**src/rtl/core/rqp_pkg.sv**
```systemverilog
// Shared types and constants of the ring queue with palindrome check.
package rqp_pkg;

  localparam int unsigned SlotsDefault = 16;
  localparam int unsigned ByteW        = 8;
  localparam int unsigned ActionW      = 2;
  localparam int unsigned FillW        = 4;
  localparam int unsigned CmdDepth     = 2;

  localparam logic [ActionW-1:0] ActEnqueue = 2'd0;
  localparam logic [ActionW-1:0] ActDequeue = 2'd1;
  localparam logic [ActionW-1:0] ActPeek    = 2'd2;
  localparam logic [ActionW-1:0] ActCheck   = 2'd3;

  typedef enum logic [1:0] {
    OpEnq,
    OpDeq,
    OpPeek,
    OpCheck
  } op_e;

  typedef struct packed {
    op_e              op;
    logic [ByteW-1:0] data;
  } cmd_t;

  typedef struct packed {
    logic [ByteW-1:0] front_value;
    logic             full_error;
    logic             empty_error;
    logic             is_palindrome;
    logic [FillW-1:0] fill_count;
  } res_t;

endpackage

```
**src/rtl/core/rqp_in_if.sv**
```systemverilog
// Input channel of the ring queue: one action word with its byte.
interface rqp_in_if import rqp_pkg::*; ();
  logic               valid;
  logic               ready;
  logic [ActionW-1:0] action;
  logic [ByteW-1:0]   data_byte;

  modport source (output valid, output action, output data_byte, input ready);
  modport sink   (input valid, input action, input data_byte, output ready);
endinterface

```
**src/rtl/core/rqp_out_if.sv**
```systemverilog
// Result channel of the ring queue: one result word per action.
interface rqp_out_if import rqp_pkg::*; ();
  logic             valid;
  logic             ready;
  logic [ByteW-1:0] front_value;
  logic             full_error;
  logic             empty_error;
  logic             is_palindrome;
  logic [FillW-1:0] fill_count;

  modport source (output valid, output front_value, output full_error, output empty_error,
                  output is_palindrome, output fill_count, input ready);
  modport sink   (input valid, input front_value, input full_error, input empty_error,
                  input is_palindrome, input fill_count, output ready);
endinterface

```
**src/rtl/core/rqp_ram.sv**
```systemverilog
// Generic single-write, single-read RAM with registered read data.
module rqp_ram #(
  parameter int unsigned Width = 8,
  parameter int unsigned Depth = 16
) (
  input  logic                     clk_i,
  input  logic                     we_i,
  input  logic [$clog2(Depth)-1:0] waddr_i,
  input  logic [Width-1:0]         wdata_i,
  input  logic [$clog2(Depth)-1:0] raddr_i,
  output logic [Width-1:0]         rdata_o
);

  logic [Width-1:0] mem_q [Depth];
  logic [Width-1:0] rdata_q;

  always_ff @(posedge clk_i) begin
    if (we_i) begin
      mem_q[waddr_i] <= wdata_i;
    end
    rdata_q <= mem_q[raddr_i];
  end

  assign rdata_o = rdata_q;

endmodule

```
**src/rtl/core/rqp_front.sv**
```systemverilog
// Front end: accepts action words, decodes them and queues the commands.
module rqp_front import rqp_pkg::*; (
  input  logic               clk_i,
  input  logic               rst_ni,
  input  logic               valid_i,
  output logic               ready_o,
  input  logic [ActionW-1:0] action_i,
  input  logic [ByteW-1:0]   data_i,
  output logic               cmd_valid_o,
  input  logic               cmd_ready_i,
  output cmd_t               cmd_o
);

  localparam int unsigned PtrW = (CmdDepth > 1) ? $clog2(CmdDepth) : 1;
  localparam int unsigned CntW = $clog2(CmdDepth + 1);
  localparam logic [CntW-1:0] FullCnt = CntW'(CmdDepth);
  localparam logic [PtrW-1:0] LastPtr = PtrW'(CmdDepth - 1);

  cmd_t            entry_q [CmdDepth];
  logic [PtrW-1:0] wr_ptr_q, wr_ptr_d;
  logic [PtrW-1:0] rd_ptr_q, rd_ptr_d;
  logic [CntW-1:0] cnt_q, cnt_d;
  cmd_t            dec_cmd;
  logic            push, pop;

  always_comb begin
    dec_cmd.data = data_i;
    case (action_i)
      ActEnqueue: dec_cmd.op = OpEnq;
      ActDequeue: dec_cmd.op = OpDeq;
      ActPeek:    dec_cmd.op = OpPeek;
      default:    dec_cmd.op = OpCheck;
    endcase
  end

  assign ready_o     = (cnt_q != FullCnt);
  assign cmd_valid_o = (cnt_q != '0);
  assign cmd_o       = entry_q[rd_ptr_q];
  assign push        = valid_i && ready_o;
  assign pop         = cmd_valid_o && cmd_ready_i;

  always_comb begin
    wr_ptr_d = wr_ptr_q;
    rd_ptr_d = rd_ptr_q;
    cnt_d    = cnt_q;
    if (push) begin
      wr_ptr_d = (wr_ptr_q == LastPtr) ? '0 : wr_ptr_q + 1'b1;
    end
    if (pop) begin
      rd_ptr_d = (rd_ptr_q == LastPtr) ? '0 : rd_ptr_q + 1'b1;
    end
    if (push && !pop) begin
      cnt_d = cnt_q + 1'b1;
    end else if (pop && !push) begin
      cnt_d = cnt_q - 1'b1;
    end
  end

  always_ff @(posedge clk_i or negedge rst_ni) begin
    if (!rst_ni) begin
      wr_ptr_q <= '0;
      rd_ptr_q <= '0;
      cnt_q    <= '0;
    end else begin
      wr_ptr_q <= wr_ptr_d;
      rd_ptr_q <= rd_ptr_d;
      cnt_q    <= cnt_d;
    end
  end

  always_ff @(posedge clk_i) begin
    if (push) begin
      entry_q[wr_ptr_q] <= dec_cmd;
    end
  end

endmodule

```
**src/rtl/core/rqp_engine.sv**
```systemverilog
// Back end: holds the ring, carries out commands and registers the result word.
module rqp_engine import rqp_pkg::*; #(
  parameter int unsigned SLOTS = SlotsDefault
) (
  input  logic clk_i,
  input  logic rst_ni,
  input  logic cmd_valid_i,
  output logic cmd_ready_o,
  input  cmd_t cmd_i,
  output logic out_valid_o,
  input  logic out_ready_i,
  output res_t res_o
);

  localparam int unsigned IdxW = (SLOTS > 1) ? $clog2(SLOTS) : 1;
  localparam logic [IdxW-1:0] LastIdx = IdxW'(SLOTS - 1);

  typedef enum logic [1:0] {
    StIdle,
    StPeek,
    StCheck
  } state_e;

  state_e          state_q, state_d;
  logic [IdxW-1:0] head_q, head_d;
  logic [IdxW-1:0] tail_q, tail_d;
  logic [IdxW-1:0] count_q, count_d;
  logic [IdxW-1:0] a_q, a_d;
  logic [IdxW-1:0] b_q, b_d;
  logic [IdxW-1:0] k_q, k_d;
  logic            pend_q, pend_d;
  logic            same_q, same_d;
  logic            out_valid_q, out_valid_d;
  res_t            res_q, res_d;

  logic             wr_en;
  logic             out_free;
  logic             emit;
  res_t             res_n;
  logic [IdxW-1:0]  rd_addr_a;
  logic [ByteW-1:0] rd_data_a, rd_data_b;
  logic [IdxW+FillW-1:0] fill_wide;

  function automatic logic [IdxW-1:0] ring_next(input logic [IdxW-1:0] idx);
    return (idx == LastIdx) ? '0 : idx + 1'b1;
  endfunction

  function automatic logic [IdxW-1:0] ring_prev(input logic [IdxW-1:0] idx);
    return (idx == '0) ? LastIdx : idx - 1'b1;
  endfunction

  assign rd_addr_a = (state_q == StCheck) ? a_q : head_q;

  rqp_ram #(.Width(ByteW), .Depth(SLOTS)) u_ram_a (
    .clk_i   (clk_i),
    .we_i    (wr_en),
    .waddr_i (tail_q),
    .wdata_i (cmd_i.data),
    .raddr_i (rd_addr_a),
    .rdata_o (rd_data_a)
  );

  rqp_ram #(.Width(ByteW), .Depth(SLOTS)) u_ram_b (
    .clk_i   (clk_i),
    .we_i    (wr_en),
    .waddr_i (tail_q),
    .wdata_i (cmd_i.data),
    .raddr_i (b_q),
    .rdata_o (rd_data_b)
  );

  always_comb begin
    state_d     = state_q;
    head_d      = head_q;
    tail_d      = tail_q;
    count_d     = count_q;
    a_d         = a_q;
    b_d         = b_q;
    k_d         = k_q;
    pend_d      = pend_q;
    same_d      = same_q;
    res_d       = res_q;
    out_free    = !out_valid_q || out_ready_i;
    out_valid_d = out_valid_q && !out_ready_i;
    wr_en       = 1'b0;
    cmd_ready_o = 1'b0;
    emit        = 1'b0;
    res_n       = '0;

    case (state_q)
      StIdle: begin
        cmd_ready_o = out_free;
        if (cmd_valid_i && out_free) begin
          case (cmd_i.op)
            OpEnq: begin
              emit = 1'b1;
              if (count_q == LastIdx) begin
                res_n.full_error = 1'b1;
              end else begin
                wr_en   = 1'b1;
                tail_d  = ring_next(tail_q);
                count_d = count_q + 1'b1;
              end
            end
            OpDeq: begin
              emit = 1'b1;
              if (count_q == '0) begin
                res_n.empty_error = 1'b1;
              end else begin
                head_d  = ring_next(head_q);
                count_d = count_q - 1'b1;
              end
            end
            OpPeek: begin
              if (count_q == '0) begin
                emit              = 1'b1;
                res_n.empty_error = 1'b1;
              end else begin
                state_d = StPeek;
              end
            end
            default: begin
              a_d     = head_q;
              b_d     = ring_prev(tail_q);
              k_d     = count_q >> 1;
              pend_d  = 1'b0;
              same_d  = 1'b1;
              state_d = StCheck;
            end
          endcase
        end
      end
      StPeek: begin
        if (out_free) begin
          emit              = 1'b1;
          res_n.front_value = rd_data_a;
          state_d           = StIdle;
        end
      end
      StCheck: begin
        if (pend_q && (rd_data_a != rd_data_b)) begin
          same_d = 1'b0;
        end
        if (k_q != '0) begin
          a_d    = ring_next(a_q);
          b_d    = ring_prev(b_q);
          k_d    = k_q - 1'b1;
          pend_d = 1'b1;
        end else begin
          pend_d = 1'b0;
          if (!pend_q && out_free) begin
            emit                = 1'b1;
            res_n.is_palindrome = same_q;
            state_d             = StIdle;
          end
        end
      end
      default: begin
        state_d = StIdle;
      end
    endcase

    fill_wide = {{FillW{1'b0}}, count_d};
    if (emit) begin
      out_valid_d      = 1'b1;
      res_d            = res_n;
      res_d.fill_count = fill_wide[FillW-1:0];
    end
  end

  always_ff @(posedge clk_i or negedge rst_ni) begin
    if (!rst_ni) begin
      state_q     <= StIdle;
      head_q      <= '0;
      tail_q      <= '0;
      count_q     <= '0;
      a_q         <= '0;
      b_q         <= '0;
      k_q         <= '0;
      pend_q      <= 1'b0;
      same_q      <= 1'b1;
      out_valid_q <= 1'b0;
      res_q       <= '0;
    end else begin
      state_q     <= state_d;
      head_q      <= head_d;
      tail_q      <= tail_d;
      count_q     <= count_d;
      a_q         <= a_d;
      b_q         <= b_d;
      k_q         <= k_d;
      pend_q      <= pend_d;
      same_q      <= same_d;
      out_valid_q <= out_valid_d;
      res_q       <= res_d;
    end
  end

  assign out_valid_o = out_valid_q;
  assign res_o       = res_q;

endmodule

```
**src/rtl/core/ring_queue_palindrome_check.sv**
```systemverilog
// Circular byte queue of SLOTS entries (one kept free) with a palindrome check.
//
// Each word on in_i carries an action (enqueue, dequeue, peek, check) and a byte;
// each accepted word yields exactly one result word on out_o, in order.
// A two-entry command queue at the front takes words while the back end works
// or while a result waits, so the sender sees back pressure only when it fills.
// Enqueue and dequeue finish in the idle state of the back end; a peek goes
// through its own state, as the ring RAM has a registered read port. The check
// walks mirrored pairs, one pair per cycle over two RAM read ports, and the
// result word of every action is registered in the back end. When the receiver
// stalls, the result word is held unchanged and the back end waits; the front
// queue keeps taking words until it is full.
// Reset empties the ring (head, tail and count go to zero) and drops any queued
// words; ring contents are not cleared and need no clearing pass.
module ring_queue_palindrome_check import rqp_pkg::*; #(
  parameter int unsigned SLOTS = SlotsDefault
) (
  input  logic   clk_i,
  input  logic   rst_ni,
  rqp_in_if.sink    in_i,
  rqp_out_if.source out_o
);

  logic cmd_valid;
  logic cmd_ready;
  cmd_t cmd;
  res_t res;

  rqp_front u_front (
    .clk_i       (clk_i),
    .rst_ni      (rst_ni),
    .valid_i     (in_i.valid),
    .ready_o     (in_i.ready),
    .action_i    (in_i.action),
    .data_i      (in_i.data_byte),
    .cmd_valid_o (cmd_valid),
    .cmd_ready_i (cmd_ready),
    .cmd_o       (cmd)
  );

  rqp_engine #(.SLOTS(SLOTS)) u_engine (
    .clk_i       (clk_i),
    .rst_ni      (rst_ni),
    .cmd_valid_i (cmd_valid),
    .cmd_ready_o (cmd_ready),
    .cmd_i       (cmd),
    .out_valid_o (out_o.valid),
    .out_ready_i (out_o.ready),
    .res_o       (res)
  );

  assign out_o.front_value   = res.front_value;
  assign out_o.full_error    = res.full_error;
  assign out_o.empty_error   = res.empty_error;
  assign out_o.is_palindrome = res.is_palindrome;
  assign out_o.fill_count    = res.fill_count;

endmodule

```
**src/flat_wrapper.sv**
```systemverilog
// flat-port wrapper written by rule: the top's interface ports become plain ports
module ring_queue_palindrome_check_flat import rqp_pkg::*;
#(
  parameter int unsigned SLOTS = SlotsDefault
)
  (clk_i, rst_ni, in_i_valid, in_i_action, in_i_data_byte, in_i_ready, out_o_valid, out_o_front_value, out_o_full_error, out_o_empty_error, out_o_is_palindrome, out_o_fill_count, out_o_ready);
  rqp_in_if in_i_i ();
  rqp_out_if out_o_i ();
  input  logic clk_i;
  input  logic rst_ni;
  input wire logic [$bits(in_i_i.valid)-1:0] in_i_valid;
  input wire logic [$bits(in_i_i.action)-1:0] in_i_action;
  input wire logic [$bits(in_i_i.data_byte)-1:0] in_i_data_byte;
  output wire logic [$bits(in_i_i.ready)-1:0] in_i_ready;
  output wire logic [$bits(out_o_i.valid)-1:0] out_o_valid;
  output wire logic [$bits(out_o_i.front_value)-1:0] out_o_front_value;
  output wire logic [$bits(out_o_i.full_error)-1:0] out_o_full_error;
  output wire logic [$bits(out_o_i.empty_error)-1:0] out_o_empty_error;
  output wire logic [$bits(out_o_i.is_palindrome)-1:0] out_o_is_palindrome;
  output wire logic [$bits(out_o_i.fill_count)-1:0] out_o_fill_count;
  input wire logic [$bits(out_o_i.ready)-1:0] out_o_ready;
  assign in_i_i.valid = in_i_valid;
  assign in_i_i.action = in_i_action;
  assign in_i_i.data_byte = in_i_data_byte;
  assign in_i_ready = in_i_i.ready;
  assign out_o_valid = out_o_i.valid;
  assign out_o_front_value = out_o_i.front_value;
  assign out_o_full_error = out_o_i.full_error;
  assign out_o_empty_error = out_o_i.empty_error;
  assign out_o_is_palindrome = out_o_i.is_palindrome;
  assign out_o_fill_count = out_o_i.fill_count;
  assign out_o_i.ready = out_o_ready;
  ring_queue_palindrome_check #(.SLOTS(SLOTS)) u_core (.clk_i(clk_i), .rst_ni(rst_ni), .in_i(in_i_i), .out_o(out_o_i));
endmodule
```
**config.mk**
```make
export PLATFORM = sky130hd
export DESIGN_NAME = ring_queue_palindrome_check_flat
export DESIGN_NICKNAME = d
export VERILOG_FILES = /design/src/rtl/core/rqp_pkg.sv /design/src/rtl/core/rqp_in_if.sv /design/src/rtl/core/rqp_out_if.sv /design/src/rtl/core/rqp_ram.sv /design/src/rtl/core/rqp_front.sv /design/src/rtl/core/rqp_engine.sv /design/src/rtl/core/ring_queue_palindrome_check.sv /design/src/flat_wrapper.sv
export SDC_FILE = /design/constraint.sdc
export NUM_CORES = 1
export LEC_CHECK = 0
export ABC_AREA = 1
export BUFFER_PORTS_ARGS = -buffer_cell sky130_fd_sc_hd__buf_2
export CAP_MARGIN = 20
export CORE_ASPECT_RATIO = 2
export CORE_MARGIN = 2
export CORE_UTILIZATION = 56
export DETAILED_ROUTE_END_ITERATION = 6
export PLACE_DENSITY = 0.73
export REMOVE_ABC_BUFFERS = 1
export SLEW_MARGIN = 20
export SYNTH_ARGS = -nofsm -noshare
export SYNTH_HDL_FRONTEND = slang
export SYNTH_HIERARCHICAL = 1
export SYNTH_SLANG_ARGS = --single-unit
```
**constraint.sdc**
```tcl
create_clock -name clk_i -period 2.1 [get_ports clk_i]
set_input_delay 0.42 -clock clk_i [delete_from_list [all_inputs] [get_ports clk_i]]
set_output_delay 0.42 -clock clk_i [all_outputs]
set_load 0.05 [all_outputs]
```
==> results of run 1 <==
==> path summary, 6_finish.rpt <==
check | cells after the start | end | slack [ns] | start
min | 1 | u_core/u_front/entry_q[1][7]$_DFFE_PP_ | 0.06 | in_i_data_byte[7]
min reg2reg | 2 | u_core/u_engine/same_q$_DFFE_PN1P_ | 0.48 | u_core/u_engine/same_q$_DFFE_PN1P_
max | 11 | u_core/u_engine/u_ram_a/mem_q[8][5]$_DFFE_PP_ | -0.05 | u_core/u_front/rd_ptr_q$_DFFE_PN0P_
min in group asynchronous | 2 | u_core/u_engine/tail_q[1]$_DFFE_PN0P_ | 0.37 | rst_ni
max in group asynchronous | 3 | u_core/u_engine/state_q[0]$_DFFE_PN0P_ | 1.19 | rst_ni
max reg2reg | 11 | u_core/u_engine/u_ram_a/mem_q[8][5]$_DFFE_PP_ | -0.05 | u_core/u_front/rd_ptr_q$_DFFE_PN0P_
==> per-layer routing <==
metal / share of wire / routed length [um] / vias up
met5: 0 / 0 / -
met4: 0.064 / 2370 / 0
met3: 0.053 / 1960 / 130
met2: 0.53 / 19600 / 403
met1: 0.35 / 12900 / 5024
li1: - / - / 5194
==> state kept, by name, summed over array words and instances (netlist names), 8 cells and up <==
register                         cells
u_core/u_front/entry_q              20
u_core/u_engine/res_o               15
u_core/u_engine/u_ram_a/rdata_o      8
u_core/u_engine/u_ram_b/mem_q      128
u_core/u_engine/u_ram_a/mem_q      128
u_core/u_engine/u_ram_b/rdata_o      8
==> synthesized netlist by cell type, drive strengths merged (4+ instances only) <==
library cell  instances
dfxtp                16
nor2                 65
xor2                  5
dfrtp                47
nand2               518
nand3b                4
ha                   15
nand3               224
o21ai                32
edfxtp              276
a21oi                 8
inv                 260
xnor2                 7
nand4                20
buf                  58
==> repair_timing <==
action | CTS | global route
gates resized for setup | 1 | 23
gates cloned | 0 | 2
endpoints found under the setup margin | 29 | 269
hold buffers | 1 | 0
endpoints found under the hold margin | 16 | 0
pin swaps | 1 | 6
setup buffers | 0 | 5
==> per-stage QoR <==
stage	hold slack [ns]	setup slack, ns	cells	TNS (ns)	utilization
finish	0.0592	-0.0455	2018	-2.20	0.645
global route	0.0399	-0.149	2018	-19.80	0.645
CTS	0.0327	0.00298	2011	0	0.639
detailed placement	0.403	-0.0364	1956	-0.469	0.604
global placement	0.394	0.00568	1956	0	0.604
floorplan	0.124	-4.27	1503	-105.66	-
==> layout by cell type, fill, tap and decap left out, types with 6 or more instances in the layout <==
master      netlist  routed
xnor2_1           7       7
ha_1             15      14
edfxtp_1        276     276
dfxtp_1          16      16
nor2_1           60      58
buf_2            31      30
nand3_1         220     219
clkinv_2          0       7
inv_1           252     248
a21oi_1           7       7
o21ai_0          27      24
nand2_1         509     504
clkbuf_16         0      31
buf_4             9      63
nand2_2           5      10
inv_2             8      10
dfrtp_1          47      44
clkinvlp_4        0       6
clkinv_1          0       6
nand4_1          20      20
buf_12            0      14
==> power by group <==
part | internal (mW) | switching (mW) | leakage (nW)
clock network | 2.80 | 2.38 | 0.444
registers | 8.96 | 0.755 | 3.25
logic | 3.69 | 8.00 | 4.09
total | 15.4 | 11.1 | 7.78
==> cell families after synthesis <==
group | count (synthesis)
AO/OA/AOI/OAI | 41
XOR/XNOR | 12
adder cells (fa/ha/maj) | 15
buffers and inverters | 320
flip-flops | 340
multiplexers | 1
AND/OR/NAND/NOR | 834
==> final cells by class <==
type                    instances  share of cell area
well taps                     348              0.0251
inverters                     260              0.0566
flip-flops and latches        340               0.565
repair buffers                113              0.0575
clock buffers                  30              0.0420
multi-input cells             903               0.242
clock inverters                24              0.0111
==> critical path, cell delays in order (launching register included) <==
cell      delay [ns]
dfrtp_1         0.40
inv_2           0.07
nand2_1         0.07
nand2_2         0.06
inv_2           0.08
ha_4            0.15
o21ai_4         0.07
nor2_4          0.22
buf_12          0.18
nand3b_1        0.20
nor2_1          0.18
buf_4           0.19
==> summary.md, run 1 <==
| Metric | Value |
|---|---|
| Vias in the first global route | 10400 |
| Syn-to-layout area delta | 13.2% |
| H-tree depth | 1 |
| Residual DRC count | 0 |
| Period minus WS final | 2.15 ns |
| Vias/cell | 5.33 |
| WL/cell | 18.3 um |
| Number of synthesized register bits | 340 |
| Initial Utilization | 0.570 |
| Critical Path RT | 2.38 ns |
| Number of flops mapped to enable cells by yosys | 276 |
| CP Launch Type | flop |
| Compound-cell area share of the yosys netlist | 0.0145 |
| Initial DRC count | 1058 |
| Antenna cells | 0 |
| Final worst setup slack | -0.0455 ns |
| Clock sinks | 340 |
| Async set or reset register ratio after synthesis | 0.141 |
| Die Y-Extent | 238 um |
| Max Freq | 466 MHz |
| Top post-synthesis cells by area | edfxtp_1 (54%), nand2_1 (12%), dfrtp_1 (7.7%) |
| CTS tree | built |
| Max-cap violation count | 0 |
| M2 GR Usage | 0.465 |
| Core area | 26900 um2 |
| Period utilization | 1.02 |
| Port-buffer cells | 30 |
| Syn Inst Count | 1563 |
| WL final | 36.8 mm |
| Busiest metal layer after global routing | met2 |
| Full die area | 28800 um2 |
| CTS Buffer Depth | 3 |
| Netlist Area Pre-Place | 15300 um2 |
| Area of the multi-input gates | 4200 um2 |
| Worst-Skew Late Latency | 0.57 ns |
| Fin. Hold Viols | 0 |
| Nets | 1676 |
| Sequential area share after synthesis | 0.640 |
| Worst slew pin tran | 0.761 ns |
| Area leader, netlist | edfxtp_1 |
| Vias | 10800 |
| Remaining global-route overflow | 0 |
| Antenna Nets Post-Route | 0 |
| RSZ-0062 raised after global routing | true |
| Die width | 121 um |
| Post-synthesis simple-gate area fraction | 0.235 |
| Setup CP Type | reg2reg |
| Main synth FF type | edfxtp_1 |
| Max Slew Vio Count | 0 |
| Synthesized area per cell | 9.81 um2 |
| Netlist cell types | 36 |
| Tot GR Track Use | 0.256 |
| YS warnings | 6 |
| Root buffer cell | clkbuf_16 |
| Fin area | 17400 um2 |
| Status | complete, but fails checks |
| Adder-cell share of the synthesized area | 0.0122 |
| Gp weighted congestion | 0.963 |
| Worst vdd ir | 861 uV |
| Top cell type's share of synthesized area | 0.540 |
| Num CTS Buffers | 29 |
| Num rows | 85 |
| Tot Pwr | 26.6 mW |
| Largest family of logic cells by synthesized area | simple AND/OR/NAND/NOR gates |
| Xor/xnor share of the synthesized area | 0.00734 |
| Skew final | 0.0266 ns |
| First-pass GRT wire length | 55.8 mm |
| Endpoints failing setup | 77 |
| Post-DP Area | 16200 um2 |
| GR Util met1 | 0.283 |
| Initial antenna violation count | 0 |
| Worst slew margin | 0.493 |
| Pleak | 7.78 nW |
| WP data arrival | 2.43 ns |
| Crit path max fanout | 8 |
| Hold crit path type | in2reg |
| Failing checks | setup timing |
| Total area of sequential cells | 9810 um2 |
| Dpl hpwl | 23.9 mm |
| Fraction of layout instances using a drive strength above 1 | 0.125 |
| Fill cells | 2073 |
| CTS clk-pin slew, worst paths | 0.07 ns |
| Largest net degree at the start of global routing | 49 |
| M3 GR Usage | 0.0282 |
| Num ports | 31 |
| Power density relative to cell area | 1530 nW/um2 |
| CP endpoint kind | flop |
| Pre-antenna DRT Iters | 6 |
| Post-synthesis mux area share | 0.000653 |
Power figures use the tool's default switching activity.
==> run 2, diff against run 1 <==
- CORE_ASPECT_RATIO: 2 -> 0.5
- SETUP_SLACK_MARGIN: not set -> 0.15
==> summary.md, run 2 (synthesis gave the netlist of run 1 again) <==
| Metric | Value |
|---|---|
| Status | complete, but fails checks (unchanged) |
| Failing checks | setup timing (unchanged) |
| CTS Buffer Depth | 3 (unchanged) |
| Initial Utilization | 0.574 (was 0.570) |
| Vias in the first global route | 10500 (was 10400) |
| Die Y-Extent | 121 um (was 238 um) |
| Gp weighted congestion | 0.915 (was 0.963) |
| Port-buffer cells | 30 (unchanged) |
| Fraction of layout instances using a drive strength above 1 | 0.210 (was 0.125) |
| Worst slew margin | 0.445 (was 0.493) |
| Dpl hpwl | 23.0 mm (was 23.9 mm) |
| Clock sinks | 340 (unchanged) |
| Worst-Skew Late Latency | 0.59 ns (was 0.57 ns) |
| Full die area | 28800 um2 (about the same) |
| Power density relative to cell area | 1610 nW/um2 (was 1530 nW/um2) |
| CP endpoint kind | flop (unchanged) |
| Residual DRC count | 0 (unchanged) |
| Pre-antenna DRT Iters | 6 (unchanged) |
| H-tree depth | 1 (unchanged) |
| WL/cell | 18.9 um (was 18.3 um) |
| Core area | 26700 um2 (was 26900 um2) |
| Critical Path RT | 2.39 ns (was 2.38 ns) |
| CP Launch Type | flop (unchanged) |
| Total area of sequential cells | 9810 um2 (unchanged) |
| Hold crit path type | in2reg (unchanged) |
| Initial antenna violation count | 0 (unchanged) |
| Largest net degree at the start of global routing | 65 (was 49) |
| DP Worst Slack | -0.109 ns (was -0.0364 ns) |
| CTS tree | built (unchanged) |
| Final worst setup slack | -0.0762 ns (was -0.0455 ns) |
| WL final | 39.1 mm (was 36.8 mm) |
| Setup CP Type | reg2reg (unchanged) |
| Num rows | 42 (was 85) |
| Initial DRC count | 1360 (was 1058) |
| Skew final | 0.0298 ns (was 0.0266 ns) |
| Die width | 238 um (was 121 um) |
| Area of the multi-input gates | 4740 um2 (was 4200 um2) |
| Vias | 11500 (was 10800) |
| CTS clk-pin slew, worst paths | 0.07 ns (about the same) |
| Tot GR Track Use | 0.257 (was 0.256) |
| Pleak | 8.32 nW (was 7.78 nW) |
| Crit path max fanout | 8 (unchanged) |
| Period minus WS final | 2.18 ns (was 2.15 ns) |
| Root buffer cell | clkbuf_16 (unchanged) |
| Setup_tns | -6.95 ns (was -2.20 ns) |
| RSZ-0062 raised after global routing | true (unchanged) |
| Tot Pwr | 30.0 mW (was 26.6 mW) |
| Most frequent cells in the layout | nand2_1 (458), edfxtp_1 (276), inv_1 (245) (was nand2_1 (504), edfxtp_1 (276), inv_1 (248)) |
| Endpoints failing setup | 200 (was 77) |
| Max-cap violation count | 0 (unchanged) |
| Worst vdd ir | 895 uV (was 861 uV) |
| Max Slew Vio Count | 0 (unchanged) |
| First-pass GRT wire length | 56.4 mm (was 55.8 mm) |
| Syn-to-layout area delta | 21.2% (was 13.2%) |
| Num CTS Buffers | 30 (was 29) |
| Fin area | 18600 um2 (was 17400 um2) |
| Worst slew pin tran | 0.832 ns (was 0.761 ns) |
| Nets | 1717 (was 1676) |
| WP data arrival | 2.47 ns (was 2.43 ns) |
| Post-DP Area | 16300 um2 (was 16200 um2) |
| Fin. Hold Viols | 0 (unchanged) |
| Vias/cell | 5.59 (was 5.33) |
| Commonest non-fill, non-tap cell in the layout | nand2_1 (unchanged) |
| Antenna Nets Post-Route | 0 (unchanged) |
| Hold Worst Slack | 0.0178 ns (was 0.0592 ns) |
| Largest registers | u_core/u_engine/u_ram_a/mem_q: 128 flops, u_core/u_engine/u_ram_b/mem_q: 128 flops, u_core/u_front/entry_q: 20 flops (unchanged) |
| Num ports | 31 (unchanged) |
| Max Freq | 460 MHz (was 466 MHz) |
| Period utilization | 1.04 (was 1.02) |
| Fill cells | 1817 (was 2073) |
| Antenna cells | 0 (unchanged) |
| Remaining global-route overflow | 0 (unchanged) |
run 2: path summary, 6_finish.rpt:
check | cells after the start | slack (ns) | startpoint | to
setup / recovery | 11 | -0.08 | u_core/u_front/rd_ptr_q$_DFFE_PN0P_ | u_core/u_engine/u_ram_a/mem_q[10][7]$_DFFE_PP_
hold / removal | 1 | 0.02 | in_i_data_byte[3] | u_core/u_front/entry_q[1][3]$_DFFE_PP_
setup reg to reg | 11 | -0.08 | u_core/u_front/rd_ptr_q$_DFFE_PN0P_ | u_core/u_engine/u_ram_a/mem_q[10][7]$_DFFE_PP_
hold reg to reg | 2 | 0.47 | u_core/u_engine/same_q$_DFFE_PN1P_ | u_core/u_engine/same_q$_DFFE_PN1P_
max in group asynchronous | 3 | 1.13 | rst_ni | u_core/u_engine/same_q$_DFFE_PN1P_
min in group asynchronous | 2 | 0.36 | rst_ni | u_core/u_engine/count_q[2]$_DFF_PN0_
run 2: critical path, stage by stage (launching register included):
cell	delay [ns]
dfrtp_1	0.43
inv_2	0.08
nand2_2	0.08
nand2_2	0.07
inv_2	0.09
ha_4	0.15
o21ai_4	0.07
nor2_4	0.15
buf_12	0.15
nand3b_1	0.19
nor2_1	0.22
buf_4	0.20
run 2: area by class of cell:
type / count / share of cell area
sequential: 340 / 0.528
multi-input combinational: 903 / 0.255
timing repair buffer: 152 / 0.0827
inverter: 260 / 0.0531
clock buffer: 34 / 0.0423
tap: 352 / 0.0237
clock inverter: 22 / 0.0150
timing repair inverter: 1 / 0.000337
run 2: per-stage QoR:
step / util / instances
after floorplan: - / 1503
after global placement: 0.609 / 1964
after detailed placement: 0.609 / 1964
after CTS: 0.660 / 2035
after global routing: 0.696 / 2064
final: 0.696 / 2064
run 2: routing by layer:
layer	GRT usage	wire length (um)	vias to the layer above
met1	0.355	15600	5493
met2	0.416	18100	646
met5	0	0	-
met3	0.0532	4120	118
met4	0.0734	1240	0
li1	-	-	5278
run 2: power breakdown:
| group | leakage, nW | internal [mW] | total [mW] | switching, mW |
|---|---|---|---|---|
| Clock | 0.520 | 3.43 | 5.91 | 2.47 |
| Sequential | 3.25 | 8.96 | 9.68 | 0.711 |
| Combinational | 4.55 | 5.13 | 14.4 | 9.29 |
run 2: what timing repair did:
| action | in CTS | in global routing |
|---|---|---|
| gates resized for setup | 41 | 165 |
| setup endpoints to repair | 282 | 287 |
| hold endpoints to repair | 19 | 0 |
| pin swaps | 10 | 62 |
| cloned | 1 | 9 |
| hold buffers | 1 | 0 |
| setup buffers | 13 | 20 |
==> run 3, diff against run 2 <==
- ABC_AREA: 1 -> not set
==> summary.md, run 3 <==
| Metric | Value |
|---|---|
| Root buffer cell | clkbuf_16 (unchanged) |
| Top post-synthesis cells by area | edfxtp_1 (60%), dfrtp_1 (8.5%), mux4_2 (5.9%) (was edfxtp_1 (54%), nand2_1 (12%), dfrtp_1 (7.7%)) |
| Tot Pwr | 26.9 mW (was 30.0 mW) |
| Fin. Hold Viols | 0 (unchanged) |
| Nets | 967 (was 1717) |
| Synthesized area per cell | 17.8 um2 (was 9.81 um2) |
| Syn Inst Count | 775 (was 1563) |
| Area leader, netlist | edfxtp_1 (unchanged) |
| Number of synthesized register bits | 340 (unchanged) |
| Hold Worst Slack | 0.0676 ns (was 0.0178 ns) |
| Worst-Skew Late Latency | 0.56 ns (was 0.59 ns) |
| Setup_tns | -42.07 ns (was -6.95 ns) |
| R2R setup slack | -0.25 ns (was -0.08 ns) |
| Commonest non-fill, non-tap cell in the layout | edfxtp_1 (was nand2_1) |
| Num rows | 40 (was 42) |
| Final worst setup slack | -0.254 ns (was -0.0762 ns) |
| WL final | 32.8 mm (was 39.1 mm) |
| Core area | 24100 um2 (was 26700 um2) |
| Failing checks | setup timing (unchanged) |
| Max Slew Vio Count | 0 (unchanged) |
| Pre-antenna DRT Iters | 5 (was 6) |
| Async set or reset register ratio after synthesis | 0.141 (unchanged) |
| CP endpoint kind | flop (unchanged) |
| Top-count cell post-synth | edfxtp_1 (was nand2_1) |
| WL/cell | 25.4 um (was 18.9 um) |
| Worst slew pin tran | 0.693 ns (was 0.832 ns) |
| Initial antenna violation count | 0 (unchanged) |
| Seq pwr share | 0.349 (was 0.322) |
| Residual DRC count | 0 (unchanged) |
| Period utilization | 1.12 (was 1.04) |
| Num CTS Buffers | 28 (was 30) |
| Die Y-Extent | 115 um (was 121 um) |
| Hold path depth | 1 (unchanged) |
| Pleak | 6.07 nW (was 8.32 nW) |
| Sw Share | 0.363 (was 0.416) |
| Fraction of layout instances using a drive strength above 1 | 0.391 (was 0.210) |
| Largest registers | u_core/u_engine/u_ram_a/mem_q: 128 flops, u_core/u_engine/u_ram_b/mem_q: 128 flops, u_core/u_front/entry_q: 20 flops (unchanged) |
| H-tree depth | 1 (unchanged) |
| Antenna Nets Post-Route | 0 (unchanged) |
| Post-Route Utilization | 0.705 (was 0.696) |
| Worst vdd ir | 655 uV (was 895 uV) |
| Critical Path RT | 2.37 ns (was 2.39 ns) |
| First-pass GRT wire length | 47.6 mm (was 56.4 mm) |
| Num ports | 31 (unchanged) |
| Netlist Area Pre-Place | 13800 um2 (was 15300 um2) |
| Main synth FF type | edfxtp_1 (unchanged) |
| CTS tree | built (unchanged) |
| Netlist cell types | 63 (was 36) |
| DP Cell Count | 1210 (was 1964) |
| YS warnings | 6 (unchanged) |
| Clock group share of total power | 0.182 (was 0.197) |
| Max Freq | 425 MHz (was 460 MHz) |
| FF-to-FF path depth | 8 (was 11) |
| Dpl hpwl | 19.1 mm (was 23.0 mm) |
| Gp weighted congestion | 0.840 (was 0.915) |
| WP data arrival | 2.62 ns (was 2.47 ns) |
| Sequential area share after synthesis | 0.710 (was 0.640) |
| Vias | 8003 (was 11500) |
| Max-cap violation count | 0 (unchanged) |
| Int Pwr | 17.2 mW (was 17.5 mW) |
| CTS clk-pin slew, worst paths | 0.07 ns (about the same) |
| Period minus WS final | 2.35 ns (was 2.18 ns) |
| Status | complete, but fails checks (unchanged) |
| Most frequent cells in the layout | edfxtp_1 (276), buf_6 (60), buf_4 (57) (was nand2_1 (458), edfxtp_1 (276), inv_1 (245)) |
| Antenna cells | 0 (unchanged) |
| Comb pwr share | 0.469 (was 0.481) |
| Syn-to-layout area delta | 23.0% (was 21.2%) |
| Skew final | 0.0260 ns (was 0.0298 ns) |
| Top cell type's share of synthesized area | 0.599 (was 0.540) |
| Endpoints failing setup | 280 (was 200) |
| Hold crit path type | in2reg (unchanged) |
| Setup CP Type | reg2reg (unchanged) |
| RSZ-0062 raised after global routing | true (unchanged) |
| Remaining global-route overflow | 0 (unchanged) |
| Fill cells | 1411 (was 1817) |
| CTS Buffer Depth | 3 (unchanged) |
| Number of flops mapped to enable cells by yosys | 276 (unchanged) |
| Net Sw Power | 9.79 mW (was 12.5 mW) |
| Largest net degree at the start of global routing | 35 (was 65) |
| Vias/cell | 6.19 (was 5.59) |
| Tot GR Track Use | 0.250 (was 0.257) |
| Full die area | 26000 um2 (was 28800 um2) |
| Initial DRC count | 819 (was 1360) |
| Initial Utilization | 0.573 (was 0.574) |
| Finished Layout Cells | 1293 (was 2064) |
| Worst slew margin | 0.538 (was 0.445) |
| Crit path max fanout | 8 (unchanged) |
| Die width | 226 um (was 238 um) |
| CP Launch Type | flop (unchanged) |
| Vias in the first global route | 7928 (was 10500) |
| Synth top cells by count | edfxtp_1 (276), dfrtp_1 (47), nand2_1 (45), nor2_1 (40), a22oi_1 (38) (was nand2_1 (509), edfxtp_1 (276), inv_1 (252), nand3_1 (220), nor2_1 (60)) |
| Port-buffer cells | 30 (unchanged) |
| Power density relative to cell area | 1580 nW/um2 (was 1610 nW/um2) |
| Clock sinks | 340 (unchanged) |
## run 3: changes by cell type after synthesis, sizes merged, moves of 19 or more
cell   previous run  this run
nand2           518        46
nor2             65        40
nand3           224        14
inv             260        15
a22oi             0        38
buf              58        23
mux2              0        19
mux4              0        64
## run 3: per-stage QoR
step	setup WS [ns]	instance area (um2)
after floorplan	-1.19	13600
after global placement	-0.283	15000
after detailed placement	-0.319	15000
after CTS	-0.214	16600
after global routing	-0.323	17000
final	-0.254	17000
## run 3: worst paths after layout
check | from | to
worst max-delay path | u_core/u_front/rd_ptr_q$_DFFE_PN0P_ | u_core/u_engine/u_ram_a/mem_q[0][3]$_DFFE_PP_
worst min-delay path | in_i_data_byte[1] | u_core/u_front/entry_q[1][1]$_DFFE_PP_
worst max register to register | u_core/u_front/rd_ptr_q$_DFFE_PN0P_ | u_core/u_engine/u_ram_a/mem_q[0][3]$_DFFE_PP_
worst min register to register | u_core/u_front/wr_ptr_q$_DFFE_PN0P_ | u_core/u_front/wr_ptr_q$_DFFE_PN0P_
max in group asynchronous | rst_ni | u_core/u_engine/state_q[1]$_DFFE_PN0P_
min in group asynchronous | rst_ni | u_core/u_front/wr_ptr_q$_DFFE_PN0P_
## run 3: kinds of logic (layout without fill, tap and decap cells)
family / Yosys count / count (layout) / share of synthesized area
fa+ha+maj: 15 / 15 / 0.0136
compound gates: 104 / 104 / 0.0531
xor+xnor: 16 / 16 / 0.0101
mux: 84 / 84 / 0.128
simple gates: 165 / 165 / 0.0624
flops: 340 / 340 / 0.710
buf+inv: 51 / 233 / 0.0231
## run 3: final cells by class
cell class	instances	area, um2	area share
timing repair buffer	169	1660	0.0976
tap	336	420	0.0247
clock inverter	16	109	0.00640
sequential	340	9810	0.577
clock buffer	33	729	0.0429
inverter	15	66.3	0.00390
multi-input combinational	384	4210	0.247
## run 3: worst max-delay path: stages, from the launching register on
cell,delay (ns)
dfrtp_1,0.42
mux2_4,0.34
inv_4,0.07
ha_4,0.13
and3_4,0.17
buf_6,0.13
or3b_4,0.45
nor3_2,0.18
buf_6,0.18
## run 3: per-layer routing
| layer | routed length, um | GRT usage | vias up |
|---|---|---|---|
| met5 | 0 | 0 | - |
| met2 | 15700 | 0.406 | 378 |
| met4 | 699 | 0.0557 | 0 |
| li1 | - | - | 3404 |
| met3 | 2900 | 0.0636 | 64 |
| met1 | 13400 | 0.349 | 4157 |
## run 3: power by group through the flow
stage	registers [mW]	logic (mW)	clock network, mW
2_1_floorplan	10.1	5.07	0
3_3_place_gp	9.43	9.26	0
3_5_place_dp	9.46	9.53	0
4_1_cts	9.36	11.5	4.93
5_1_grt	9.47	13.4	5.23
6_report	9.41	12.6	4.90
## run 3: repair_timing
| item | in CTS | in global routing |
|---|---|---|
| buffers inserted | 20 | 8 |
| hold buffers | 1 | 0 |
| setup endpoints to repair | 285 | 302 |
| pin swaps | 33 | 26 |
| hold endpoints to repair | 22 | 0 |
| gates resized for setup | 137 | 99 |
| cloned | 4 | 1 |
